`src/hw/rtl/lwch_pkg.sv`:
```
// shared types and constants for the windowed loss count histogram
package lwch_pkg;

    localparam int SEQ_W       = 32;
    localparam int CNT_W       = 32;
    localparam int WS_W        = 6;
    localparam int BIN_W       = 6;
    localparam int CMD_W       = 2;
    localparam int DIV_W       = SEQ_W + 1;
    localparam int CFG_ADDR_W  = 1;
    localparam int IN_TDATA_W  = 32;
    localparam int OUT_PAD_W   = 2;
    localparam int OUT_TDATA_W = BIN_W + CNT_W + OUT_PAD_W;

    localparam logic [WS_W-1:0] WS_RESET = 6'd10;

    localparam logic [CFG_ADDR_W-1:0] CFG_WINDOW_SIZE = 1'b0;
    localparam logic [CFG_ADDR_W-1:0] CFG_SEQ_LIMIT   = 1'b1;

    typedef enum logic [CMD_W-1:0] {
        CMD_DROP  = 2'd0,
        CMD_END   = 2'd1,
        CMD_READ  = 2'd2,
        CMD_CLEAR = 2'd3
    } t_cmd;

    typedef enum logic [3:0] {
        ST_IDLE,
        ST_DIV1,
        ST_DIV2,
        ST_RD_A,
        ST_WR_A,
        ST_RD_B,
        ST_WR_B,
        ST_FIN,
        ST_RREAD,
        ST_RLOAD
    } t_state;

endpackage

```
`src/hw/rtl/windowed_loss_count_histogram.sv`:
```
// top level: windowed loss count histogram with a shared iterative divider
// drop inside the open window, clear, and end with nothing to close: handled in idle
// drop or end that closes windows: a divider pass, then a bin update, and a second one
// for bin 0 when more than one window closes; a drop that hits the limit adds a divider pass
// read: bins 0 to the effective window size, stalled while m_axis_tready is low
// synchronous active-low reset: histogram empty, window state and registers to reset values
module windowed_loss_count_histogram import lwch_pkg::*; #(
    parameter int MAX_WINDOW = 32
) (
    input  logic                   i_clk,
    input  logic                   i_rst_n,
    input  logic                   i_cfg_we,
    input  logic [CFG_ADDR_W-1:0]  i_cfg_addr,
    input  logic [SEQ_W-1:0]       i_cfg_wdata,
    input  logic                   s_axis_tvalid,
    output logic                   s_axis_tready,
    input  logic [IN_TDATA_W-1:0]  s_axis_tdata,   // drop_seq
    input  logic [CMD_W-1:0]       s_axis_tuser,   // command
    output logic                   m_axis_tvalid,
    input  logic                   m_axis_tready,
    output logic [OUT_TDATA_W-1:0] m_axis_tdata,   // bin_index, bin_count, zero pad
    output logic                   m_axis_tlast    // last_bin
);

    localparam int DEPTH = MAX_WINDOW + 1;
    localparam int IDX_W = $clog2(DEPTH);
    localparam logic [WS_W-1:0] WS_MAX = WS_W'(MAX_WINDOW);

    t_state             r_state, n_state;
    logic [WS_W-1:0]    r_cfg_ws;
    logic [SEQ_W-1:0]   r_cfg_max;
    logic [SEQ_W-1:0]   r_start;
    logic [WS_W-1:0]    r_drops;
    logic [SEQ_W-1:0]   r_seq;
    logic [SEQ_W-1:0]   r_newstart;
    logic [DIV_W-1:0]   r_k;
    logic               r_is_end;
    logic [IDX_W-1:0]   r_idx;

    logic [CNT_W-1:0]   mem [DEPTH];
    logic [DEPTH-1:0]   r_vld;
    logic [CNT_W-1:0]   r_rd_data;
    logic               r_rd_vld;

    logic               r_ovalid;
    logic [BIN_W-1:0]   r_o_index;
    logic [CNT_W-1:0]   r_o_count;
    logic               r_o_last;

    logic [WS_W-1:0]    ws_eff;
    t_cmd               in_cmd;
    logic [SEQ_W-1:0]   in_seq;
    logic               in_acc;
    logic               start_lt_max;
    logic               drop_live;
    logic               seq_ge_end;
    logic               close_req;
    logic [DIV_W-1:0]   avail_dividend;
    logic [SEQ_W-1:0]   seq_at;
    logic               seq_at_ge_max;
    logic               reopen;
    logic [IDX_W-1:0]   last_idx;
    logic [CNT_W-1:0]   rd_val;
    logic [CNT_W+1:0]   sum;
    logic [CNT_W-1:0]   sat_sum;

    logic               div_start;
    logic [DIV_W-1:0]   div_dividend;
    logic               div_done;
    logic [DIV_W-1:0]   div_quot;
    logic [WS_W-1:0]    div_rem;

    logic               mem_rd;
    logic               mem_wr;
    logic [IDX_W-1:0]   rd_addr;
    logic [IDX_W-1:0]   wr_addr;
    logic [DIV_W-1:0]   wr_amt;
    logic               out_load;

    always_comb begin
        if (r_cfg_ws == '0) begin
            ws_eff = WS_W'(1);
        end else if (r_cfg_ws > WS_MAX) begin
            ws_eff = WS_MAX;
        end else begin
            ws_eff = r_cfg_ws;
        end
    end

    assign in_cmd       = t_cmd'(s_axis_tuser);
    assign in_seq       = s_axis_tdata[SEQ_W-1:0];
    assign in_acc       = s_axis_tvalid && s_axis_tready;
    assign start_lt_max = r_start < r_cfg_max;
    assign drop_live    = start_lt_max && (in_seq >= r_start);
    assign seq_ge_end   = {1'b0, in_seq} >= ({1'b0, r_start} + DIV_W'(ws_eff));
    assign close_req    = (in_cmd == CMD_DROP && drop_live && seq_ge_end) ||
                          (in_cmd == CMD_END && start_lt_max);
    assign avail_dividend = {1'b0, r_cfg_max} - {1'b0, r_start} + DIV_W'(ws_eff)
                          - DIV_W'(1);
    assign seq_at        = r_seq - SEQ_W'(div_rem);
    assign seq_at_ge_max = seq_at >= r_cfg_max;
    assign reopen        = (r_newstart < r_cfg_max) && (r_seq >= r_newstart) &&
                           ({1'b0, r_seq} < ({1'b0, r_newstart} + DIV_W'(ws_eff)));
    assign last_idx      = IDX_W'(ws_eff);
    assign rd_val        = r_rd_vld ? r_rd_data : '0;
    assign sum           = {2'b00, rd_val} + {1'b0, wr_amt};
    assign sat_sum       = (sum[CNT_W+1:CNT_W] != 2'b00) ? '1 : sum[CNT_W-1:0];

    // next state
    always_comb begin
        n_state = r_state;
        unique case (r_state)
            ST_IDLE: begin
                if (in_acc) begin
                    unique case (in_cmd)
                        CMD_DROP:  if (drop_live && seq_ge_end) n_state = ST_DIV1;
                        CMD_END:   if (start_lt_max) n_state = ST_DIV2;
                        CMD_READ:  n_state = ST_RREAD;
                        CMD_CLEAR: n_state = ST_IDLE;
                    endcase
                end
            end
            ST_DIV1: if (div_done) n_state = seq_at_ge_max ? ST_DIV2 : ST_RD_A;
            ST_DIV2: if (div_done) n_state = ST_RD_A;
            ST_RD_A: n_state = ST_WR_A;
            ST_WR_A: n_state = (r_k > DIV_W'(1)) ? ST_RD_B : ST_FIN;
            ST_RD_B: n_state = ST_WR_B;
            ST_WR_B: n_state = ST_FIN;
            ST_FIN:  n_state = ST_IDLE;
            ST_RREAD: n_state = ST_RLOAD;
            ST_RLOAD: if (out_load) n_state = (r_idx == last_idx) ? ST_IDLE : ST_RREAD;
            default: n_state = ST_IDLE;
        endcase
    end

    // control decode
    always_comb begin
        div_start    = 1'b0;
        div_dividend = avail_dividend;
        mem_rd       = 1'b0;
        mem_wr       = 1'b0;
        rd_addr      = r_idx;
        wr_addr      = IDX_W'(r_drops);
        wr_amt       = DIV_W'(1);
        out_load     = 1'b0;
        unique case (r_state)
            ST_IDLE: begin
                div_start = in_acc && close_req;
                if (in_cmd == CMD_DROP) begin
                    div_dividend = {1'b0, in_seq - r_start};
                end
            end
            ST_DIV1: div_start = div_done && seq_at_ge_max;
            ST_RD_A: begin
                mem_rd  = 1'b1;
                rd_addr = IDX_W'(r_drops);
            end
            ST_WR_A: mem_wr = 1'b1;
            ST_RD_B: begin
                mem_rd  = 1'b1;
                rd_addr = '0;
            end
            ST_WR_B: begin
                mem_wr  = 1'b1;
                wr_addr = '0;
                wr_amt  = r_k - DIV_W'(1);
            end
            ST_RREAD: mem_rd = 1'b1;
            ST_RLOAD: out_load = !r_ovalid || m_axis_tready;
            default: ;
        endcase
    end

    lwch_div u_div (
        .i_clk      (i_clk),
        .i_rst_n    (i_rst_n),
        .i_start    (div_start),
        .i_dividend (div_dividend),
        .i_divisor  (ws_eff),
        .o_done     (div_done),
        .o_quot     (div_quot),
        .o_rem      (div_rem)
    );

    always_ff @(posedge i_clk) begin
        if (!i_rst_n) begin
            r_state   <= ST_IDLE;
            r_cfg_ws  <= WS_RESET;
            r_cfg_max <= '0;
            r_start   <= SEQ_W'(1);
            r_drops   <= '0;
            r_vld     <= '0;
            r_ovalid  <= 1'b0;
            r_idx     <= '0;
        end else begin
            r_state <= n_state;
            if (i_cfg_we) begin
                unique case (i_cfg_addr)
                    CFG_WINDOW_SIZE: r_cfg_ws  <= i_cfg_wdata[WS_W-1:0];
                    CFG_SEQ_LIMIT:   r_cfg_max <= i_cfg_wdata;
                endcase
            end
            if (in_acc) begin
                unique case (in_cmd)
                    CMD_DROP: begin
                        if (drop_live && !seq_ge_end && r_drops < ws_eff) begin
                            r_drops <= r_drops + 1'b1;
                        end
                    end
                    CMD_END: begin
                        if (!start_lt_max) begin
                            r_start <= SEQ_W'(1);
                            r_drops <= '0;
                        end
                    end
                    CMD_READ:  r_idx <= '0;
                    CMD_CLEAR: r_vld <= '0;
                endcase
            end
            if (mem_wr) begin
                r_vld[wr_addr] <= 1'b1;
            end
            if (r_state == ST_FIN) begin
                r_start <= r_is_end ? SEQ_W'(1) : r_newstart;
                r_drops <= (!r_is_end && reopen) ? WS_W'(1) : '0;
            end
            if (out_load) begin
                r_idx    <= r_idx + 1'b1;
                r_ovalid <= 1'b1;
            end else if (m_axis_tready) begin
                r_ovalid <= 1'b0;
            end
        end
    end

    always_ff @(posedge i_clk) begin
        if (in_acc) begin
            r_seq    <= in_seq;
            r_is_end <= in_cmd == CMD_END;
        end
        if (r_state == ST_DIV1 && div_done) begin
            r_k        <= div_quot;
            r_newstart <= seq_at_ge_max ? r_cfg_max : seq_at;
        end
        if (r_state == ST_DIV2 && div_done) begin
            r_k <= div_quot;
        end
        if (out_load) begin
            r_o_index <= BIN_W'(r_idx);
            r_o_count <= rd_val;
            r_o_last  <= r_idx == last_idx;
        end
    end

    // histogram storage
    always_ff @(posedge i_clk) begin
        if (mem_wr) begin
            mem[wr_addr] <= sat_sum;
        end
        if (mem_rd) begin
            r_rd_data <= mem[rd_addr];
            r_rd_vld  <= r_vld[rd_addr];
        end
    end

    assign s_axis_tready = r_state == ST_IDLE;
    assign m_axis_tvalid = r_ovalid;
    assign m_axis_tdata  = {{OUT_PAD_W{1'b0}}, r_o_count, r_o_index};
    assign m_axis_tlast  = r_o_last;

endmodule

```
`src/hw/rtl/lwch_div.sv`:
```
// radix-2 restoring divider, one quotient bit per cycle
module lwch_div import lwch_pkg::*; (
    input  logic             i_clk,
    input  logic             i_rst_n,
    input  logic             i_start,
    input  logic [DIV_W-1:0] i_dividend,
    input  logic [WS_W-1:0]  i_divisor,
    output logic             o_done,
    output logic [DIV_W-1:0] o_quot,
    output logic [WS_W-1:0]  o_rem
);

    localparam int STEP_W = $clog2(DIV_W);

    logic              r_busy;
    logic              r_done;
    logic [STEP_W-1:0] r_cnt;
    logic [DIV_W-1:0]  r_q;
    logic [WS_W-1:0]   r_rem;

    logic [WS_W:0]     trial;
    logic              ge;
    logic [WS_W-1:0]   n_rem;

    always_comb begin
        trial = {r_rem, r_q[DIV_W-1]};
        ge    = trial >= {1'b0, i_divisor};
        n_rem = ge ? WS_W'(trial - {1'b0, i_divisor}) : WS_W'(trial);
    end

    always_ff @(posedge i_clk) begin
        if (!i_rst_n) begin
            r_busy <= 1'b0;
            r_done <= 1'b0;
            r_cnt  <= '0;
        end else begin
            r_done <= 1'b0;
            if (i_start) begin
                r_busy <= 1'b1;
                r_cnt  <= '0;
            end else if (r_busy) begin
                r_cnt <= r_cnt + 1'b1;
                if (r_cnt == STEP_W'(DIV_W - 1)) begin
                    r_busy <= 1'b0;
                    r_done <= 1'b1;
                end
            end
        end
    end

    always_ff @(posedge i_clk) begin
        if (i_start) begin
            r_q   <= i_dividend;
            r_rem <= '0;
        end else if (r_busy) begin
            r_q   <= {r_q[DIV_W-2:0], ge};
            r_rem <= n_rem;
        end
    end

    assign o_done = r_done;
    assign o_quot = r_q;
    assign o_rem  = r_rem;

endmodule

```
`config.mk`:
```
export PLATFORM = sky130hd
export DESIGN_NAME = windowed_loss_count_histogram
export DESIGN_NICKNAME = d
export VERILOG_FILES = /design/src/hw/rtl/lwch_pkg.sv /design/src/hw/rtl/windowed_loss_count_histogram.sv /design/src/hw/rtl/lwch_div.sv
export SDC_FILE = /design/constraint.sdc
export NUM_CORES = 2
export LEC_CHECK = 0
export BUFFER_PORTS_ARGS = -buffer_cell sky130_fd_sc_hd__clkbuf_2
export CORE_UTILIZATION = 60
export CTS_CLUSTER_DIAMETER = 40
export DETAILED_ROUTE_END_ITERATION = 8
export PLACE_DENSITY = 0.77
export SYNTH_ARGS = -nofsm -noshare
export SYNTH_HDL_FRONTEND = slang
export SYNTH_SLANG_ARGS = --single-unit
```
`constraint.sdc`:
```
create_clock -name i_clk -period 6.9 [get_ports i_clk]
set_input_delay 1.725 -clock i_clk [delete_from_list [all_inputs] [get_ports i_clk]]
set_output_delay 1.725 -clock i_clk [all_outputs]
set_load 0.01 [all_outputs]
```
==> flow_metrics.tcl <==
set metrics [dict create \
    pin_count 115 \
    synth_fa_ha_area_share_pct 7.00 \
    syn-cell-area_sq_um 65600 \
    criticalPathCategory "reg2reg" \
    cts_buffers 162 \
    yosys.area_share.simple_pct 8.84 \
    end_kind "flip-flop" \
    cp-start-kind "flip-flop" \
    crit_start "r_k[3]$_DFFE_PP_" \
    path_cells "nor4_1, nand2_1, nor4_1, xnor2_1, nor2_1, ha_1, and3_1, a31oi_1, nand4b_1, o21ai_0, o21ai_0, buf_4, a31oi_1, nor3_1, o221ai_1, mux2i_4, buf_4, nand2_1" \
    reg2reg_slack_ns 0.29 \
    drive_gt1_share_pct 16.2 \
    hold_path.class "reg2reg" \
    fp.dieW_um 333 \
    ys_ff_latch 1393 \
    antenna_found_initial 5 \
    r2r_end "mem[27][28]$_DFFE_PP_" \
    worst_slew_pin_slew_ns 1.36 \
    rsz0062_at_grt "no" \
    grt_overflow 0 \
    io_buffers 112 \
    fp-row-count 120 \
    first_pass_iters 7 \
    die-area_sq_um 111000 \
    p_leak_nw 25.6 \
    grt_pass1_wl_um 276000 \
    synth_warnings 0 \
    slew_viol_final 0 \
    fin_util_pct 68.5 \
    ys_async_sr_fraction_pct 0 \
    slowest_delay_ns 0.78 \
    fin_nets 5311 \
    htree_levels 4 \
    syn2layout_area_growth_pct 12.4 \
    setup_viol 0 \
    cts_root_buffer "clkbuf_16" \
    status "finished, final reports clean" \
    syn_inst 4707 \
    ir_worst_vdd_uv 266 \
    ys_top_cells_by_area "edfxtp_1 58%, mux4_2 9.1%, ha_1 6.6%, dfxtp_1 4.1%, nand2_1 2.5%" \
    tns_ns 0 \
    yosys.area.top_type "edfxtp_1" \
    start_util_pct 60.9 \
    synth_compound_area_share_pct 8.09 \
    critPathMaxFanout 33 \
    cts_tree "built" \
    grt_pass1_vias 42000 \
    grt_max_degree 88 \
    worst_skew_pair.late_latency_ns 0.80 \
    place_congestion 0.943 \
    syn_avg_cell_area_sq_um 13.9 \
    fin_skew_ns 0.0602 \
    powerDensity_nw_per_um2 294 \
    layout_min_cycle_time_ns 6.61 \
    hold_viol 0 \
    synth_edf_count 1259 \
    max-cap-violations 0 \
    synthXorXnorAreaFrac_pct 2.71 \
    synth_cell_type_count 80 \
    synth_ff_type "edfxtp_1" \
    track_usage_pct 34.4 \
    clkTransAtPathRegs_ns 0.06 \
    wl_per_cell_um 29.6 \
    die_y_um 333 \
    cp-endpoint "mem[27][28]$_DFFE_PP_" \
    cts_sinks 1393 \
    num_vias 43100 \
    avgViaCountPerCell 6.71 \
    core_area_sq_um 108000 \
    synth_top_family_by_area "multiplexers" \
    slew_headroom_pct 9.02 \
    cp_slowest_cell "nand2_1" \
    clk_path_buf_depth 3 \
    regToRegStartpoint "r_k[3]$_DFFE_PP_" \
    clock.fmax_mhz 151 \
    required_ns 7.15 \
    ant_nets 0 \
    drtIter0Drc 5978 \
    crit_arrival_ns 6.87 \
    hpwl_um 111000 \
    r2r_cells 18 \
    synthMuxAreaShare_pct 9.41 \
    wirelength_um 190000 \
    yosys.area.top_type_share_pct 57.7 \
    ys_seq_area_share_pct 61.8 \
    fin_crit_sh_pct 95.9 \
    drc 0 \
]
-- worst min-delay path by stage --
stage                                          from                   endpoint  slack (ns)  depth (start not counted)
after floorplan               r_idx[2]$_SDFFE_PN0P_     r_o_index[2]$_DFFE_PP_        0.41                          0
after global placement    r_cfg_max[1]$_SDFFE_PN0P_  r_cfg_max[1]$_SDFFE_PN0P_        0.44                          2
after detailed placement  r_cfg_max[1]$_SDFFE_PN0P_  r_cfg_max[1]$_SDFFE_PN0P_        0.45                          2
after CTS                 r_cfg_max[1]$_SDFFE_PN0P_  r_cfg_max[1]$_SDFFE_PN0P_        0.46                          2
after global routing      u_div.o_quot[0]$_DFFE_PP_           r_k[0]$_DFFE_PP_        0.47                          0
final                     r_cfg_max[1]$_SDFFE_PN0P_  r_cfg_max[1]$_SDFFE_PN0P_        0.46                          2
-- metrics by stage --
step                      cell area, sq um  setup slack, ns  total power (W)  instances  hold slack [ns]
after global routing                 73700           0.0101           0.0223       6417            0.470
after floorplan                      65600            0.626           0.0121       4708            0.406
after detailed placement             68300            0.519           0.0131       6119            0.447
final                                73700            0.285           0.0217       6420            0.457
after CTS                            73700            0.498           0.0216       6416            0.455
after global placement               68300            0.740           0.0130       6119            0.442
-- report_power, final --
group	switching (W)	internal, W
clock network	0.00356	0.00508
logic	0.00196	0.000978
registers	0.000223	0.00986
-- flip-flops by register name, indices dropped and copies added (netlist names), 32 cells and up --
| signal | cells |
|---|---|
| mem | 1056 |
| u_div.o_quot | 33 |
| r_o_count | 32 |
| r_start | 32 |
| r_rd_data | 32 |
| r_seq | 32 |
| r_cfg_max | 32 |
| r_newstart | 32 |
| r_vld | 33 |
| r_k | 33 |
-- routing by layer --
metal	vias to the layer above	global-route usage (%)	part of all wire, %	wire length (um)
li1	18400	-	-	-
met3	539	8.24	13	24500
met5	-	0	0.038	73
met4	4	14.3	4.3	8190
met1	21100	47.4	37	70600
met2	2996	52.9	46	86700
-- logic make-up (layout without fill, tap and decap cells) --
kind of cell / count (synthesis) / in the layout
xor gates and xnor gates: 203 / 203
other: 1 / 6
DFF: 1393 / 1393
adders and majority gates: 359 / 359
muxes: 285 / 285
AOI/OAI and AO/OA: 836 / 836
and+or+nand+nor: 1262 / 1262
buffers and inverters: 368 / 673
-- critical path, delay by kind of cell, from the launching register on --
| family | cells | cell delay (ns) |
|---|---|---|
| compound gates | 5 | 1.47 |
| xor+xnor | 1 | 0.16 |
| fa+ha+maj | 1 | 0.38 |
| buf+inv | 2 | 0.66 |
| flops | 1 | 0.43 |
| mux | 1 | 0.34 |
| simple gates | 8 | 2.62 |
-- what timing repair did --
item / in CTS / in global routing
buffers inserted: 0 / 0
endpoints found under the setup margin: 0 / 34
hold buffers: 0 / 0
endpoints found under the hold margin: 0 / 0
resized for setup: 0 / 1
-- Yosys cell counts, drive strengths merged (7+ instances only) --
master / instances
mux2i: 11
inv: 169
nor3: 92
nor2b: 35
a21boi: 9
nor2: 350
nand4: 49
nand3: 103
xor2: 65
and2: 38
or2: 12
a21o: 98
dfxtp: 134
a211oi: 30
and3: 21
o31ai: 12
a2111oi: 7
a31oi: 89
nor4: 25
xnor2: 138
o21ai: 132
or3: 18
o211ai: 71
fa: 13
mux4: 264
o21a: 21
ha: 346
nand3b: 10
a22oi: 34
o21bai: 9
nand2b: 32
buf: 46
edfxtp: 1259
or4: 12
a22o: 9
a21oi: 254
mux2: 10
nand2: 443
clkbuf: 153
-- layout make-up --
type / count / area (sq um)
repair buffers: 207 / 1350
fillers: 7032 / 34000
well taps: 1403 / 1760
multi-input cells: 2947 / 24000
clock buffers: 201 / 4290
clock inverters: 96 / 1140
flip-flops and latches: 1393 / 40500
diodes: 4 / 10.0
inverters: 169 / 637
-- cell usage in the layout (no fill, tap or decap), types with 34 or more instances in the layout --
cell	synthesis	final
a21o_1	98	98
a21oi_1	254	253
a31oi_1	89	88
and2_1	38	38
buf_4	2	89
clkbuf_1	153	35
clkbuf_16	0	166
clkbuf_2	0	112
dfxtp_1	134	134
edfxtp_1	1259	1259
ha_1	346	346
inv_1	168	167
mux4_2	264	264
nand2_1	443	441
nand3_1	103	103
nand4_1	49	49
nor2_1	349	316
nor2b_1	35	34
nor3_1	91	88
o211ai_1	71	71
o21ai_0	131	127
xnor2_1	138	138
xor2_1	65	65
(Power assumes the default switching activity.)
